===== src/rtl/ctne_pkg.sv =====
// Shared types, codes and character-class helpers for the tag name encoder.
// No dependencies; every other file but ctne_ram imports this package.
`timescale 1ns / 1ps
`default_nettype none

package ctne_pkg;

  typedef struct packed {
    logic [7:0] ch;
    logic       end_of_name;
  } in_item_t;

  typedef struct packed {
    logic [7:0] out_byte;
    logic       closing;
    logic [1:0] status;
  } out_item_t;

  localparam logic [1:0] ST_OK     = 2'd0;
  localparam logic [1:0] ST_SYNTAX = 2'd1;
  localparam logic [1:0] ST_LONG   = 2'd2;
  localparam logic [1:0] ST_WORDS  = 2'd3;

  localparam logic [7:0] SEG_SYMBOL = 8'h91;
  localparam logic [7:0] SEG_ELEM8  = 8'h28;
  localparam logic [7:0] SEG_ELEM16 = 8'h29;
  localparam logic [7:0] SEG_ELEM32 = 8'h2A;

  typedef enum logic [3:0] {
    M_IDLE, M_NAME, M_LEAD, M_SIGN, M_ZERO, M_OCT, M_DEC, M_HEX, M_TAIL
  } mode_t;

  typedef enum logic [2:0] {
    SRC_HDR, SRC_LEN, SRC_RAM, SRC_PAD, SRC_NUM, SRC_CLOSE, SRC_ERR
  } src_t;

  typedef enum logic [3:0] {
    S_IDLE, S_EVAL, S_HDR, S_LEN, S_RD, S_CH, S_PAD, S_NUM, S_CLOSE, S_ERR
  } state_t;

  typedef struct packed {
    logic capture;
    logic eval;
    logic emit;
    src_t src;
    logic clr_idx;
    logic inc_idx;
    logic inc_k;
    logic clr_count;
    logic clear_str;
    logic set_latch;
  } cmd_t;

  typedef struct packed {
    logic       latched;
    logic       last;
    logic [1:0] err;
    logic       flush;
    logic       num;
    logic       out_free;
    logic       idx_last;
    logic       count_odd;
    logic       num_last;
  } stat_t;

  function automatic logic is_ws(input logic [7:0] c);
    return (c == 8'h20) || (c >= 8'h09 && c <= 8'h0D);
  endfunction

  function automatic logic is_alpha(input logic [7:0] c);
    return (c >= "A" && c <= "Z") || (c >= "a" && c <= "z");
  endfunction

  function automatic logic is_digit(input logic [7:0] c);
    return c >= "0" && c <= "9";
  endfunction

  function automatic logic is_name_start(input logic [7:0] c);
    return is_alpha(c) || c == "_" || c == ":";
  endfunction

  function automatic logic is_name_char(input logic [7:0] c);
    return is_name_start(c) || is_digit(c);
  endfunction

  // {valid, value}
  function automatic logic [4:0] hex_value(input logic [7:0] c);
    logic [4:0] r;
    r = 5'd0;
    if (is_digit(c)) r = {1'b1, c[3:0]};
    else if (c >= "a" && c <= "f") r = {1'b1, 4'(c - 8'h57)};
    else if (c >= "A" && c <= "F") r = {1'b1, 4'(c - 8'h37)};
    return r;
  endfunction

endpackage

`default_nettype wire


===== src/rtl/cip_tag_name_encoder.sv =====
// Tag name to path segment encoder: one character per item in, segment bytes out.
// An item is registered, then evaluated; the next is taken once its results are out.
// A number emits its segment bytes; a name emits its header, length, characters and
// a pad if odd, and the final character of a string adds the closing result.
// Results leave through one output register; a stall there holds the sequencer.
// Reset (rst, synchronous): parser returns to between-elements, counters clear;
// the name buffer is not cleared and is only read after being written.
`timescale 1ns / 1ps
`default_nettype none

module cip_tag_name_encoder
  import ctne_pkg::*;
#(
  parameter int MAX_NAME = 40
) (
  input  wire logic     clk,
  input  wire logic     rst,
  input  wire logic     in_valid,
  output logic          in_stall,
  input  wire in_item_t in_data,
  output logic          out_valid,
  input  wire logic     out_stall,
  output out_item_t     out_data
);

  cmd_t  cmd;
  stat_t stat;

  ctne_ctrl u_ctrl (
    .clk      (clk),
    .rst      (rst),
    .in_valid (in_valid),
    .in_stall (in_stall),
    .stat     (stat),
    .cmd      (cmd)
  );

  ctne_dp #(.MAX_NAME(MAX_NAME)) u_dp (
    .clk       (clk),
    .rst       (rst),
    .in_data   (in_data),
    .cmd       (cmd),
    .stat      (stat),
    .out_valid (out_valid),
    .out_stall (out_stall),
    .out_data  (out_data)
  );

endmodule

`default_nettype wire


===== src/rtl/ctne_ram.sv =====
// Generic single-write, single-read RAM with registered read data.
// No dependencies.
`timescale 1ns / 1ps
`default_nettype none

module ctne_ram #(
  parameter int WIDTH = 8,
  parameter int DEPTH = 40
) (
  input  wire logic                                   clk,
  input  wire logic                                   we,
  input  wire logic [(DEPTH > 1 ? $clog2(DEPTH) : 1)-1:0] waddr,
  input  wire logic [WIDTH-1:0]                       wdata,
  input  wire logic [(DEPTH > 1 ? $clog2(DEPTH) : 1)-1:0] raddr,
  output logic      [WIDTH-1:0]                       rdata
);

  logic [WIDTH-1:0] mem [DEPTH];

  always_ff @(posedge clk) begin
    if (we) mem[waddr] <= wdata;
    rdata <= mem[raddr];
  end

endmodule

`default_nettype wire


===== src/rtl/ctne_ctrl.sv =====
// Sequencer for the tag name encoder: evaluates one item, then walks the
// segment bytes out. Depends on ctne_pkg.
`timescale 1ns / 1ps
`default_nettype none

module ctne_ctrl
  import ctne_pkg::*;
(
  input  wire logic  clk,
  input  wire logic  rst,
  input  wire logic  in_valid,
  output logic       in_stall,
  input  wire stat_t stat,
  output cmd_t       cmd
);

  state_t state, state_next;

  always_ff @(posedge clk) begin
    if (rst) state <= S_IDLE;
    else     state <= state_next;
  end

  always_comb begin
    state_next = state;
    unique case (state)
      S_IDLE: if (in_valid) state_next = S_EVAL;
      S_EVAL: begin
        priority if (stat.latched)    state_next = S_IDLE;
        else if (stat.err != ST_OK)   state_next = S_ERR;
        else if (stat.flush)          state_next = S_HDR;
        else if (stat.num)            state_next = S_NUM;
        else if (stat.last)           state_next = S_CLOSE;
        else                          state_next = S_IDLE;
      end
      S_HDR: if (stat.out_free) state_next = S_LEN;
      S_LEN: if (stat.out_free) state_next = S_RD;
      S_RD:  state_next = S_CH;
      S_CH: begin
        if (stat.out_free) begin
          if (!stat.idx_last)      state_next = S_RD;
          else if (stat.count_odd) state_next = S_PAD;
          else                     state_next = stat.last ? S_CLOSE : S_IDLE;
        end
      end
      S_PAD: if (stat.out_free) state_next = stat.last ? S_CLOSE : S_IDLE;
      S_NUM: begin
        if (stat.out_free && stat.num_last) state_next = stat.last ? S_CLOSE : S_IDLE;
      end
      S_CLOSE: if (stat.out_free) state_next = S_IDLE;
      S_ERR:   if (stat.out_free) state_next = S_IDLE;
      default: state_next = S_IDLE;
    endcase
  end

  always_comb begin
    cmd = '0;
    cmd.src = SRC_HDR;
    in_stall = (state != S_IDLE);
    unique case (state)
      S_IDLE: cmd.capture = in_valid;
      S_EVAL: begin
        cmd.eval = 1'b1;
        cmd.clear_str = stat.latched && stat.last;
      end
      S_HDR: begin
        cmd.emit = stat.out_free;
        cmd.src  = SRC_HDR;
      end
      S_LEN: begin
        cmd.emit    = stat.out_free;
        cmd.src     = SRC_LEN;
        cmd.clr_idx = 1'b1;
      end
      S_RD: cmd.src = SRC_RAM;
      S_CH: begin
        cmd.emit      = stat.out_free;
        cmd.src       = SRC_RAM;
        cmd.inc_idx   = stat.out_free && !stat.idx_last;
        cmd.clr_count = stat.out_free && stat.idx_last && !stat.count_odd;
      end
      S_PAD: begin
        cmd.emit      = stat.out_free;
        cmd.src       = SRC_PAD;
        cmd.clr_count = stat.out_free;
      end
      S_NUM: begin
        cmd.emit  = stat.out_free;
        cmd.src   = SRC_NUM;
        cmd.inc_k = stat.out_free;
      end
      S_CLOSE: begin
        cmd.emit      = stat.out_free;
        cmd.src       = SRC_CLOSE;
        cmd.clear_str = stat.out_free;
      end
      S_ERR: begin
        cmd.emit      = stat.out_free;
        cmd.src       = SRC_ERR;
        cmd.clear_str = stat.out_free && stat.last;
        cmd.set_latch = stat.out_free && !stat.last;
      end
      default: cmd = '0;
    endcase
  end

  a_stall_busy: assert property (@(posedge clk) disable iff (rst)
    cmd.emit |-> in_stall) else $error("emit while accepting");
  a_eval_after_accept: assert property (@(posedge clk) disable iff (rst)
    (state == S_EVAL) |-> $past(in_valid && !in_stall)) else $error("eval without item");
  a_single_action: assert property (@(posedge clk) disable iff (rst)
    $onehot0({cmd.clear_str, cmd.set_latch})) else $error("clear and latch together");

endmodule

`default_nettype wire


===== src/rtl/ctne_dp.sv =====
// Datapath of the tag name encoder: parse registers, name buffer, number
// accumulator, byte counter and output register. Depends on ctne_pkg, ctne_ram.
`timescale 1ns / 1ps
`default_nettype none

module ctne_dp
  import ctne_pkg::*;
#(
  parameter int MAX_NAME = 40
) (
  input  wire logic      clk,
  input  wire logic      rst,
  input  wire in_item_t  in_data,
  input  wire cmd_t      cmd,
  output stat_t          stat,
  output logic           out_valid,
  input  wire logic      out_stall,
  output out_item_t      out_data
);

  localparam int AW = (MAX_NAME > 1) ? $clog2(MAX_NAME) : 1;
  localparam int CW = $clog2(MAX_NAME + 1);

  logic [7:0]    ch;
  logic          last;
  mode_t         mode;
  logic [CW-1:0] count;
  logic [31:0]   index;
  logic          neg;
  logic          seen;
  logic [9:0]    bytes;
  logic          latched;
  logic [1:0]    err_code;
  logic [31:0]   num_v;
  logic [AW-1:0] idx;
  logic [2:0]    k;
  logic [7:0]    rd_data;

  // next-value logic for one character
  logic [1:0]    err;
  mode_t         nmode;
  logic          flush, num, wr;
  logic [AW-1:0] waddr;
  logic [CW-1:0] count_next;
  logic [31:0]   index_next;
  logic          neg_next, seen_next;
  logic          do_idle, do_first, do_after, enter_lead;
  logic [4:0]    hv;

  always_comb begin
    err = ST_OK; nmode = mode; flush = 1'b0; num = 1'b0; wr = 1'b0;
    waddr = count[AW-1:0]; count_next = count; index_next = index;
    neg_next = neg; seen_next = seen;
    do_idle = 1'b0; do_first = 1'b0; do_after = 1'b0; enter_lead = 1'b0;
    hv = hex_value(ch);
    unique case (mode)
      M_IDLE: do_idle = 1'b1;
      M_NAME: begin
        if (is_name_char(ch)) begin
          if (count >= CW'(MAX_NAME)) err = ST_LONG;
          else begin
            wr = 1'b1;
            count_next = count + CW'(1);
          end
        end else begin
          flush = 1'b1;
          nmode = M_IDLE;
          do_idle = 1'b1;
        end
      end
      M_LEAD: begin
        if (is_ws(ch)) begin
        end else if (ch == "+" || ch == "-") begin
          neg_next = (ch == "-");
          nmode = M_SIGN;
        end else do_first = 1'b1;
      end
      M_SIGN: do_first = 1'b1;
      M_ZERO: begin
        if (ch == "x" || ch == "X") begin
          nmode = M_HEX;
          seen_next = 1'b0;
        end else if (ch >= "0" && ch <= "7") begin
          nmode = M_OCT;
          index_next = {29'd0, ch[2:0]};
        end else do_after = 1'b1;
      end
      M_OCT: begin
        if (ch >= "0" && ch <= "7") index_next = {index[28:0], ch[2:0]};
        else do_after = 1'b1;
      end
      M_DEC: begin
        if (is_digit(ch))
          index_next = {index[28:0], 3'd0} + {index[30:0], 1'b0} + {28'd0, ch[3:0]};
        else do_after = 1'b1;
      end
      M_HEX: begin
        if (hv[4]) begin
          index_next = {index[27:0], hv[3:0]};
          seen_next = 1'b1;
        end else if (!seen) err = ST_SYNTAX;
        else do_after = 1'b1;
      end
      M_TAIL: begin
        if (is_ws(ch)) begin
        end else if (ch == ",") enter_lead = 1'b1;
        else if (ch == "]") nmode = M_IDLE;
        else err = ST_SYNTAX;
      end
      default: err = ST_SYNTAX;
    endcase

    if (do_idle) begin
      if (is_name_start(ch)) begin
        wr = 1'b1; waddr = '0; count_next = CW'(1); nmode = M_NAME;
      end else if (ch == "[") enter_lead = 1'b1;
      else if (ch != ".") err = ST_SYNTAX;
    end
    if (do_first) begin
      if (ch == "0") begin
        nmode = M_ZERO; index_next = '0;
      end else if (is_digit(ch)) begin
        nmode = M_DEC; index_next = {28'd0, ch[3:0]};
      end else err = ST_SYNTAX;
    end
    if (do_after) begin
      if (is_ws(ch)) begin
        num = 1'b1; nmode = M_TAIL;
      end else if (ch == ",") begin
        num = 1'b1; enter_lead = 1'b1;
      end else if (ch == "]") begin
        num = 1'b1; nmode = M_IDLE;
      end else err = ST_SYNTAX;
    end
    if (enter_lead) begin
      nmode = M_LEAD; index_next = '0; neg_next = 1'b0; seen_next = 1'b0;
    end
    if (err == ST_OK && last) begin
      if (nmode == M_NAME) begin
        flush = 1'b1;
        nmode = M_IDLE;
      end
      if (nmode != M_IDLE) err = ST_SYNTAX;
    end
  end

  logic apply;
  assign apply = cmd.eval && !latched && (err == ST_OK);

  ctne_ram #(.WIDTH(8), .DEPTH(MAX_NAME)) u_name_ram (
    .clk   (clk),
    .we    (apply && wr),
    .waddr (waddr),
    .wdata (ch),
    .raddr (idx),
    .rdata (rd_data)
  );

  always_ff @(posedge clk) begin
    if (cmd.capture) begin
      ch   <= in_data.ch;
      last <= in_data.end_of_name;
    end
    if (cmd.eval) begin
      err_code <= err;
      num_v    <= neg ? (32'd0 - index) : index;
    end
    if (cmd.clr_idx)      idx <= '0;
    else if (cmd.inc_idx) idx <= idx + AW'(1);
  end

  always_ff @(posedge clk) begin
    if (rst || cmd.clear_str) begin
      mode <= M_IDLE; count <= '0; index <= '0; neg <= 1'b0; seen <= 1'b0;
      bytes <= '0; latched <= 1'b0;
    end else begin
      if (apply) begin
        mode <= nmode; count <= count_next; index <= index_next;
        neg <= neg_next; seen <= seen_next;
      end
      if (cmd.clr_count) count <= '0;
      if (cmd.set_latch) latched <= 1'b1;
      // saturate the segment byte counter
      if (cmd.emit && cmd.src != SRC_CLOSE && cmd.src != SRC_ERR && bytes != 10'h3FF)
        bytes <= bytes + 10'd1;
    end
  end

  always_ff @(posedge clk) begin
    if (rst || cmd.eval) k <= '0;
    else if (cmd.inc_k)  k <= k + 3'd1;
  end

  logic big, mid;
  logic [7:0] num_byte, sel_byte;
  assign big = |num_v[31:16];
  assign mid = |num_v[15:8];

  always_comb begin
    unique case (k)
      3'd0:    num_byte = big ? SEG_ELEM32 : (mid ? SEG_ELEM16 : SEG_ELEM8);
      3'd1:    num_byte = (big || mid) ? 8'd0 : num_v[7:0];
      3'd2:    num_byte = num_v[7:0];
      3'd3:    num_byte = num_v[15:8];
      3'd4:    num_byte = num_v[23:16];
      3'd5:    num_byte = num_v[31:24];
      default: num_byte = 8'd0;
    endcase
  end

  always_comb begin
    unique case (cmd.src)
      SRC_HDR:   sel_byte = SEG_SYMBOL;
      SRC_LEN:   sel_byte = 8'(count);
      SRC_RAM:   sel_byte = rd_data;
      SRC_NUM:   sel_byte = num_byte;
      SRC_CLOSE: sel_byte = bytes[9] ? 8'd0 : bytes[8:1];
      default:   sel_byte = 8'd0;
    endcase
  end

  always_ff @(posedge clk) begin
    if (rst) out_valid <= 1'b0;
    else if (cmd.emit) out_valid <= 1'b1;
    else if (!out_stall) out_valid <= 1'b0;
    if (cmd.emit) begin
      out_data.out_byte <= sel_byte;
      out_data.closing  <= (cmd.src == SRC_CLOSE) || (cmd.src == SRC_ERR);
      out_data.status   <= (cmd.src == SRC_ERR) ? err_code :
                           (cmd.src == SRC_CLOSE && bytes[9]) ? ST_WORDS : ST_OK;
    end
  end

  assign stat.latched   = latched;
  assign stat.last      = last;
  assign stat.err       = err;
  assign stat.flush     = flush;
  assign stat.num       = num;
  assign stat.out_free  = !out_valid || !out_stall;
  assign stat.idx_last  = (CW'(idx) + CW'(1)) == count;
  assign stat.count_odd = count[0];
  assign stat.num_last  = big ? (k == 3'd5) : (mid ? (k == 3'd3) : (k == 3'd1));

  a_emit_free: assert property (@(posedge clk) disable iff (rst)
    cmd.emit |-> stat.out_free) else $error("emit over a waiting item");
  a_status_closing: assert property (@(posedge clk) disable iff (rst)
    (out_valid && !out_data.closing) |-> (out_data.status == ST_OK))
    else $error("status on a segment byte");
  a_clear: assert property (@(posedge clk) disable iff (rst)
    cmd.clear_str |=> (bytes == 10'd0 && !latched)) else $error("string state not cleared");

endmodule

`default_nettype wire

===== config.mk =====
export PLATFORM = sky130hd
export DESIGN_NAME = cip_tag_name_encoder
export DESIGN_NICKNAME = d
export VERILOG_FILES = /design/src/rtl/ctne_pkg.sv /design/src/rtl/cip_tag_name_encoder.sv /design/src/rtl/ctne_ram.sv /design/src/rtl/ctne_ctrl.sv /design/src/rtl/ctne_dp.sv
export SDC_FILE = /design/constraint.sdc
export NUM_CORES = 1
export LEC_CHECK = 0
export BUFFER_PORTS_ARGS = -buffer_cell sky130_fd_sc_hd__buf_2
export CAP_MARGIN = 20
export CORE_MARGIN = 4
export CORE_UTILIZATION = 40
export CTS_CLUSTER_SIZE = 14
export DETAILED_ROUTE_END_ITERATION = 8
export GPL_ROUTABILITY_DRIVEN = 0
export SETUP_SLACK_MARGIN = 0.4
export SLEW_MARGIN = 20
export SYNTH_ARGS = -nofsm -noshare
export SYNTH_HDL_FRONTEND = slang
export SYNTH_SLANG_ARGS = --single-unit

===== constraint.sdc =====
create_clock -name clk -period 5.1 [get_ports clk]
set_input_delay 0.51 -clock clk [delete_from_list [all_inputs] [get_ports clk]]
set_output_delay 0.51 -clock clk [all_outputs]
set_load 0.05 [all_outputs]

==> impl_results.md <==
- Share of layout cells above drive strength 1: 16.4%
- Row cnt: 86
- CP arrival: 4.68 ns
- Placeable Area: 55400 um^2
- Peak supply drop: 0.000222 V
- Clock buffer depth: 3
- Worst Hold Class: in2reg
- Main combinational cell family by area after synthesis: compound AO/OA/AOI/OAI gates
- Final-report max-slew violation count: 0
- Post-synth ARST share: 0%
- Setup TNS: 0 ns
- Leakage: 8.68 nW
- DP Area: 23700 um^2
- DRC: 0
- Layout area overhead: 12.6%
- Max cap viols: 0
- Top area cells in the synthesized netlist: edfxtp_1, mux4_2, dfxtp_1
- RSZ-0062 raised after global routing: true
- Synth Area in Adders: 4.28%
- Seq/Total Area, Yosys: 56.8%
- CP peak stage delay: 0.61 ns
- Synth Register Bits: 451
- Hold Vio Cnt, Final: 0
- Final Cycle Share: 87.6%
- Synth Instances: 1756
- Clk sink count: 451
- Initial Util: 40.6%
- Setup-failing EPs final: 0
- Antenna Nets Post-Route: 0
- Die height: 245 um
- Yosys top cell by area: edfxtp_1
- Sw power: 0.00181 W
- CTS tree: yes
- Via/cell ratio: 5.93
- HPWL Detailed: 39.7 mm
- Clk Latency, worst-skew pair: 0.59 ns
- Routed vias: 15341
- CP max stage cell: nor2_1
- Root Buffer: clkbuf_16
- Router iterations before antenna repair: 7
- Setup bufs post-CTS: 0
- Die area: 60100 um^2
- Worst path cell trace: inv_1 > ha_1 > nor3b_1 > a2bb2oi_1 > a22oi_1 > a21oi_1 > nand2b_1 > and4_1 > nand3_2 > or3_1 > nor2_1
- Crit path required time: 5.32 ns
- Slew HR: 27.7%
- Synth Area in Compound Gates: 13.0%
- Worst Hold Slack: 0.105 ns
- GRT overflow: 0
- Util after Layout: 45.7%
- Fillers: 4882
- Drt wl/cell: 22.4 um
- Vias in the first global route: 14699
- Syn_nets: 1844
- Minimum clock period: 4.47 ns
- Clock network power share: 43.1%
- Flop pwr share: 52.0%
- Gr usage total: 19.0%
- First-pass GRT wire length: 89.2 mm
- Crit end category: flip-flop
- Top FF cell, synth: edfxtp_1
- Switching Share: 22.9%
- Critical path class: reg2reg
- Status: finished, final reports clean
- Fin nets: 1884
- CTS clock-pin slew for the worst setup and hold paths: 0.06 ns
- Post-synth EDFFs: 374
- I/O Buffers: 25
- 1st-iter DRT viols: 1579
- YS warnings: 0
- Logic gate share of total power: 4.9%
- Top-area cell type share of the netlist area: 49.9%
- Clock H-tree levels: 2
- Post-synthesis simple-gate area fraction: 10.1%
- Die width: 245 um
- Final WL: 58.0 mm
- Largest net degree at the start of global routing: 62
- CTS hold repair buffers: 0
- Mapped Area: 22500 um^2
- Clock Skew: 0.0128 ns
- Synth cell types: 85
- Pwr Density: 312 nW/um^2
- IO Count: 26
- Worst-margin pin slew: 1.08 ns
- Mux contribution to synthesized area: 10.5%
- Initial antenna violation count: 6
- Internal power: 0.00610 W
- Resize count post-CTS: 0
- Crit start category: flip-flop
- Synth Area in XOR/XNOR: 2.84%
- Design area: 25300 um^2
- Mean Syn Cell Area: 12.8 um^2
- CP max FO: 8
- Peak Freq: 0.224 GHz
- CTS buffer count: 48
final timing paths:
check                           slack, ns                      start  cells after the start                                    to
worst min register to register       0.52  u_dp.latched$_SDFFE_PP0P_                      2             u_dp.latched$_SDFFE_PP0P_
worst min-delay path                 0.11                 in_data[3]                      1                  u_dp.ch[2]$_DFFE_PP_
worst max register to register       0.63       u_dp.ch[1]$_DFFE_PP_                     11  u_dp.u_name_ram.mem[14][6]$_DFFE_PP_
worst max-delay path                 0.63       u_dp.ch[1]$_DFFE_PP_                     11  u_dp.u_name_ram.mem[14][6]$_DFFE_PP_
registers in the layout, summed over array words and instances, names as in the netlist, 6 cells and up:
register	cells
u_dp.bytes	10
u_dp.ch	8
u_dp.count	6
u_dp.idx	6
u_dp.index	32
u_dp.num_v	32
u_dp.out_data	11
u_dp.u_name_ram.mem	320
u_dp.u_name_ram.rdata	8
cells in the mapped netlist (8+ instances only):
master,n
nor3_1,54
clkbuf_1,87
a211oi_1,27
a222oi_1,12
o21ai_0,91
dfxtp_1,77
ha_1,73
and3_1,16
nor2_1,125
nand3_1,49
mux2i_1,18
o2bb2ai_1,10
o22ai_1,10
nand4_1,18
edfxtp_1,374
xnor2_1,50
a21o_1,25
or4_1,8
or3_1,14
nand2b_1,14
inv_1,35
mux4_2,96
xor2_1,23
nor2b_1,17
nand2_1,98
o211ai_1,9
a21oi_1,108
buf_1,18
nor4_1,15
o31ai_1,15
a221oi_1,21
buf_2,9
layout by cell type (no fill, tap or decap), types with 8 or more instances in the layout:
master / instances
xnor2_1: 50
clkbuf_1: 14
nor2_1: 123
nor4_1: 14
o211ai_1: 9
mux2i_1: 18
a222oi_1: 12
a221oi_1: 21
buf_4: 79
nand3_1: 49
or4_1: 8
mux4_2: 96
nand2_1: 98
buf_2: 25
inv_1: 35
a21o_1: 25
and3_1: 16
a21oi_1: 108
ha_1: 73
nand4_1: 18
xor2_1: 23
o2bb2ai_1: 10
o22ai_1: 10
o31ai_1: 15
clkbuf_16: 49
o21ai_0: 91
nor2b_1: 17
edfxtp_1: 374
nor3_1: 50
a211oi_1: 26
nand2b_1: 14
dfxtp_1: 74
or3_1: 14
per-layer routing:
| layer | vias to the layer above | wire [um] | track usage (%) |
|---|---|---|---|
| met4 | 6 | 1060 | 4.18 |
| met5 | - | 34 | 0 |
| met3 | 76 | 4320 | 3.57 |
| met2 | 588 | 25900 | 28.8 |
| met1 | 7652 | 26700 | 28.6 |
| li1 | 7019 | - | - |
logic make-up (layout without fill, tap and decap cells):
| kind of cell | Yosys count | after routing |
|---|---|---|
| compound gates | 427 | 427 |
| xor+xnor | 73 | 73 |
| fa+ha+maj | 76 | 76 |
| buf+inv | 151 | 231 |
| flops | 451 | 451 |
| mux | 116 | 116 |
| other cells | 0 | 3 |
| simple gates | 462 | 462 |
metrics by stage:
stage	instances	worst slack [ns]	total power [W]
finish	2587	0.634	0.00791
global route	2584	0.382	0.00817
CTS	2583	0.660	0.00798
detailed placement	2493	0.655	0.00458
global placement	2493	0.923	0.00457
floorplan	1756	0.583	0.00443
worst max-delay path: cells and delay by family (launching register included):
kind | cells | cell delay [ns]
adders and majority gates | 1 | 0.21
AOI/OAI and AO/OA | 3 | 0.96
and+or+nand+nor | 6 | 2.32
buffers and inverters | 1 | 0.14
DFF | 1 | 0.46
power by group through the flow:
stage               clock network (W)  logic [W]  registers [W]
CTS                           0.00348   0.000387        0.00411
global placement                    0   0.000380        0.00419
finish                        0.00341   0.000390        0.00411
detailed placement                  0   0.000386        0.00419
floorplan                           0   0.000193        0.00423
global route                  0.00364   0.000421        0.00412
cell type report:
class	count	area, um^2	share of cell area (%)
Tap cell	748	936	3.69
Timing Repair Buffer	105	746	2.94
Clock inverter	24	216	0.854
Antenna cell	3	7.51	0.0296
Clock buffer	66	1320	5.21
Inverter	36	135	0.533
Sequential cell	451	12800	50.5
Multi-Input combinational cell	1154	9190	36.3
No activity file was read; power rests on OpenSTA's default activity.
